`src/rtl/prr_pkg.sv`:
```
// Shared types and constants of the polyphase rational resampler.
package prr_pkg;

    localparam int SAMPLE_BITS = 16;
    localparam int COEF_BITS   = 16;
    localparam int MODE_W      = 2;
    localparam int IDX_W       = 11;
    localparam int L_W         = 7;
    localparam int M_W         = 8;
    localparam int FLEN_W      = 12;
    localparam int PHASE_W     = 9;
    localparam int CFG_IDX_W   = 2;
    localparam int CFG_DATA_W  = 12;

    // input mode codes
    localparam logic [MODE_W-1:0] MODE_PUSH  = 2'd0;
    localparam logic [MODE_W-1:0] MODE_LOAD  = 2'd1;
    localparam logic [MODE_W-1:0] MODE_CLEAR = 2'd2;

    // configuration register indexes
    localparam logic [CFG_IDX_W-1:0] CFG_INTERP = 2'd0;
    localparam logic [CFG_IDX_W-1:0] CFG_DECIM  = 2'd1;
    localparam logic [CFG_IDX_W-1:0] CFG_FLEN   = 2'd2;

    typedef struct packed {
        logic [MODE_W-1:0]             mode;
        logic signed [SAMPLE_BITS-1:0] sample_in;
        logic [IDX_W-1:0]              coef_index;
        logic signed [COEF_BITS-1:0]   coef_value;
    } t_in_item;

    typedef struct packed {
        logic signed [SAMPLE_BITS-1:0] sample_out;
        logic                          last;
    } t_out_item;

    typedef enum logic [1:0] {
        CMD_PUSH,
        CMD_LOAD,
        CMD_CLEAR
    } t_cmd_kind;

    typedef struct packed {
        t_cmd_kind                     kind;
        logic signed [SAMPLE_BITS-1:0] sample;
        logic [IDX_W-1:0]              index;
        logic signed [COEF_BITS-1:0]   value;
    } t_cmd;

    typedef struct packed {
        logic                  we;
        logic [CFG_IDX_W-1:0]  index;
        logic [CFG_DATA_W-1:0] data;
    } t_cfg_wr;

endpackage

```
`src/rtl/prr_front.sv`:
```
// Front end: accepts input transactions, classifies them and queues commands.
module prr_front #(
    parameter int MAX_COEFS = 2048
) (
    input  logic             i_clk,
    input  logic             i_rst_n,
    input  logic             i_push,
    input  prr_pkg::t_in_item i_item,
    input  logic             i_hold,
    output logic             o_full,
    output logic             o_q_valid,
    output prr_pkg::t_cmd    o_q_cmd,
    input  logic             i_q_pop
);

    localparam int DEPTH = 4;
    localparam int AW    = $clog2(DEPTH);

    prr_pkg::t_cmd     r_q [DEPTH];
    logic [AW-1:0]     r_wr;
    logic [AW-1:0]     r_rd;
    logic [AW:0]       r_cnt;
    logic              keep;
    logic              wr_en;
    logic              rd_en;
    prr_pkg::t_cmd     cmd;

    // classify: mode 3 and out-of-range loads are taken and dropped
    always_comb begin
        cmd.sample = i_item.sample_in;
        cmd.index  = i_item.coef_index;
        cmd.value  = i_item.coef_value;
        cmd.kind   = prr_pkg::CMD_PUSH;
        keep       = 1'b0;
        unique case (i_item.mode)
            prr_pkg::MODE_PUSH: begin
                keep = 1'b1;
            end
            prr_pkg::MODE_LOAD: begin
                cmd.kind = prr_pkg::CMD_LOAD;
                keep     = (32'(i_item.coef_index) < MAX_COEFS);
            end
            prr_pkg::MODE_CLEAR: begin
                cmd.kind = prr_pkg::CMD_CLEAR;
                keep     = 1'b1;
            end
            default: begin
                keep = 1'b0;
            end
        endcase
    end

    assign o_full    = (r_cnt == (AW+1)'(DEPTH)) || i_hold;
    assign wr_en     = i_push && !o_full && keep;
    assign o_q_valid = (r_cnt != '0);
    assign rd_en     = i_q_pop && o_q_valid;
    assign o_q_cmd   = r_q[r_rd];

    // command queue
    always_ff @(posedge i_clk) begin
        if (wr_en) begin
            r_q[r_wr] <= cmd;
        end
        if (!i_rst_n) begin
            r_wr  <= '0;
            r_rd  <= '0;
            r_cnt <= '0;
        end else begin
            if (wr_en) begin
                r_wr <= r_wr + 1'b1;
            end
            if (rd_en) begin
                r_rd <= r_rd + 1'b1;
            end
            r_cnt <= r_cnt + (AW+1)'(wr_en) - (AW+1)'(rd_en);
        end
    end

    a_cnt_bound: assert property (@(posedge i_clk) disable iff (!i_rst_n)
        r_cnt <= (AW+1)'(DEPTH))
        else $error("command queue count above depth");
    a_no_write_full: assert property (@(posedge i_clk) disable iff (!i_rst_n)
        (r_cnt == (AW+1)'(DEPTH)) && !rd_en |=> r_cnt == (AW+1)'(DEPTH))
        else $error("command queue lost its contents");
    a_hold_full: assert property (@(posedge i_clk) disable iff (!i_rst_n)
        i_hold |-> o_full)
        else $error("input open during history clear");

endmodule

```
`config.mk`:
```
export PLATFORM = sky130hd
export DESIGN_NAME = prr_front
export DESIGN_NICKNAME = d
export VERILOG_FILES = /design/src/rtl/prr_pkg.sv /design/src/rtl/prr_front.sv
export SDC_FILE = /design/constraint.sdc
export NUM_CORES = 1
export LEC_CHECK = 0
export BUFFER_PORTS_ARGS = -buffer_cell sky130_fd_sc_hd__buf_2
export CAP_MARGIN = 25
export CORE_ASPECT_RATIO = 0.75
export CORE_UTILIZATION = 57
export CTS_CLUSTER_SIZE = 16
export DETAILED_ROUTE_END_ITERATION = 8
export PLACE_DENSITY = 0.79
export SETUP_SLACK_MARGIN = 0.1
export SYNTH_ARGS = -nofsm -noshare
export SYNTH_HDL_FRONTEND = slang
export SYNTH_SLANG_ARGS = --single-unit
```
`constraint.sdc`:
```
create_clock -name i_clk -period 7.1 [get_ports i_clk]
set_input_delay 0.355 -clock i_clk [delete_from_list [all_inputs] [get_ports i_clk]]
set_output_delay 0.355 -clock i_clk [all_outputs]
set_load 0.03 [all_outputs]
```
==> results_dict.tcl <==
set metrics [dict create \
    rsz0062_at_grt "false" \
    max_slew.worst_pin.slew_ns 0.898 \
    dr.pass1.iters 4 \
    end_kind "primary output" \
    die_width_um 131 \
    initial_core_util 0.597 \
    syn_to_final_growth_pct 17.3 \
    hold_viol 0 \
    finalMaxSlewViolations 0 \
    ir_drop_uv 221 \
    core-area_um2 11800 \
    seq_area_frac_synth 0.791 \
    slowest_delay_ns 0.94 \
    drt_wl_total_mm 12.3 \
    syn-instance-count 286 \
    drive_above_1_share 0.426 \
    overflow 0 \
    cts_resized 0 \
    ant_nets 0 \
    min_path_type "in2reg" \
    grt_max_degree 46 \
    io_buffers 96 \
    yosys.area.top_type "edfxtp_1" \
    grt_pass1_vias 3269 \
    crit_required_ns 6.74 \
    routabilityCongestion 0.736 \
    cts-root-buf "clkbuf_16" \
    fin_cells 568 \
    cts_max_path_buffers 2 \
    fin_skew_ns 0.0116 \
    htreeDepth 4 \
    rows 34 \
    yosysWarnings 0 \
    via_count 3220 \
    setup_tns_ns 0 \
    grt_use_total 0.206 \
    avgSynthCellArea_um2 24.7 \
    syn-num-nets 343 \
    synth_top_area_share 0.765 \
    wl_per_cell_um 21.7 \
    cts_made_buffers 17 \
    grt_pass1_wl_mm 18.4 \
    fin_nets 452 \
    postCtsSetupBuffers 0 \
    leakagePower_uw 0.00280 \
    antenna_found_initial 0 \
    clock.fmax_ghz 0.378 \
    netlist_area_um2 7060 \
    status "finished, final reports clean" \
    powerDensity_nw_per_um2 359 \
    period_share 0.373 \
    cp_slowest_cell "dfxtp_4" \
    slew_headroom 0.401 \
    worstSetupPathType "reg2out" \
    synthTopCellsByArea "edfxtp_1 77%, mux4_2 13%, dfxtp_1 2.6%, mux4_1 1.9%, buf_12 1.1%" \
    via_per_inst 5.67 \
    crit_fanout 45 \
    ys_types 24 \
    pin_count 97 \
    crit_chain "mux4_1 -> buf_2" \
    dieArea_um2 12800 \
    period_needed_ns 2.65 \
    cts_tree "built" \
    clock_latency_ns 0.42 \
    antenna-diode-count 0 \
    fp.dieH_um 98.4 \
    cp-start-kind "flop" \
    maxCapViolations 0 \
    arrival_ns 2.29 \
    clk_pin_slew_ns 0.06 \
    dp_cells 538 \
    drc 0 \
    ctsHoldBuffers 0 \
    drt_iter0_markers 196 \
    yosys_register_bits 189 \
    setup_violations 0 \
    hpwl_mm 6.99 \
    cts_sinks 189 \
    finalPower_uw 2970 \
]
==> Yosys cell counts <==
cell type and instances:
edfxtp_1 180, mux4_2 40, dfxtp_1 9, and2_1 7
ha_1 6, inv_1 5, mux4_1 5, nor2b_1 5
buf_12 4, buf_2 4, nand2_1 4, xnor2_1 4
mux2i_1 2, a211oi_4 1, a21bo_2 1, a21o_1 1
buf_6 1, clkbuf_1 1, clkbuf_2 1, fa_1 1
nor2_1 1, o311ai_1 1, o31a_1 1, or3_1 1
==> cells in the final DEF (no fill, tap or decap), types with 2 or more instances in the layout <==
cell type / count
buf_4: 5
inv_1: 5
edfxtp_1: 180
mux4_2: 40
dfxtp_1: 7
nor2b_1: 5
clkbuf_1: 5
and2_1: 3
mux4_1: 5
clkbuf_16: 17
mux2i_1: 2
nand2_1: 4
xnor2_1: 4
and2_2: 4
bufinv_16: 5
ha_1: 6
buf_2: 96
==> routing by layer <==
layer  wire (um)  global-route usage  part of all wire  vias to the layer above
met5           0                   0                 0                        -
met4         173              0.0645             0.014                        0
met3         587              0.0592             0.048                       14
met2        5900               0.311              0.48                      104
met1        5640               0.294              0.46                     1688
li1            -                   -                 -                     1414
==> logic make-up (layout without fill, tap and decap cells) <==
kind of cell	count (synthesis)	count (layout)	share of synthesized area
and+or+nand+nor	18	18	0.0142
DFF	189	189	0.791
adders and majority gates	7	7	0.0135
buffers and inverters	16	136	0.0197
muxes	47	47	0.149
AOI/OAI and AO/OA	5	5	0.00780
xor gates and xnor gates	4	4	0.00496
==> where the power goes <==
part / leakage, uW / switching, uW / internal [uW] / total, uW
combinational: 0.000800 / 358 / 268 / 627
clock: 0.000292 / 367 / 620 / 987
sequential: 0.00170 / 85.9 / 1270 / 1360
total: 0.00280 / 812 / 2160 / 2970
==> layout make-up <==
| class | count | area (um2) |
|---|---|---|
| flip-flops and latches | 189 | 5590 |
| fillers | 731 | 3540 |
| multi-input cells | 81 | 1340 |
| repair buffers | 101 | 518 |
| clock buffers | 22 | 444 |
| well taps | 162 | 203 |
| clock inverters | 8 | 166 |
| inverters | 5 | 18.8 |
==> critical path, delay by kind of cell, from the launching register on <==
kind	cells	cell delay, ns
multiplexers	1	0.71
buffers and inverters	1	0.21
flip-flops	1	0.94
==> path summary, 6_finish.rpt <==
kind,from,to,slack (ns),cells past startpoint
worst max-delay path,flop,o_q_cmd[2],4.45,2
worst min-delay path,i_item[7],r_q[3][7],0.15,1
worst max register to register,r_cnt[1],r_cnt[2],4.53,11
worst min register to register,r_wr[1],r_wr[1],0.51,2
==> registers in the layout, summed over array words and instances, names as in the netlist, named ones only <==
signal / count
r_q: 180
r_wr: 2
r_rd: 2
r_cnt: 3
==> stage by stage <==
stage          utilization  hold slack, ns  cell area, um2  worst slack [ns]
6_report             0.700           0.155            8280              4.45
4_1_cts              0.700           0.140            8280              4.38
3_5_place_dp         0.649           0.504            7670              4.49
2_1_floorplan            -           0.454            7060              4.66
3_3_place_gp         0.649           0.481            7670              4.55
5_1_grt              0.700           0.141            8280              4.30
Power figures use the tool's default switching activity.
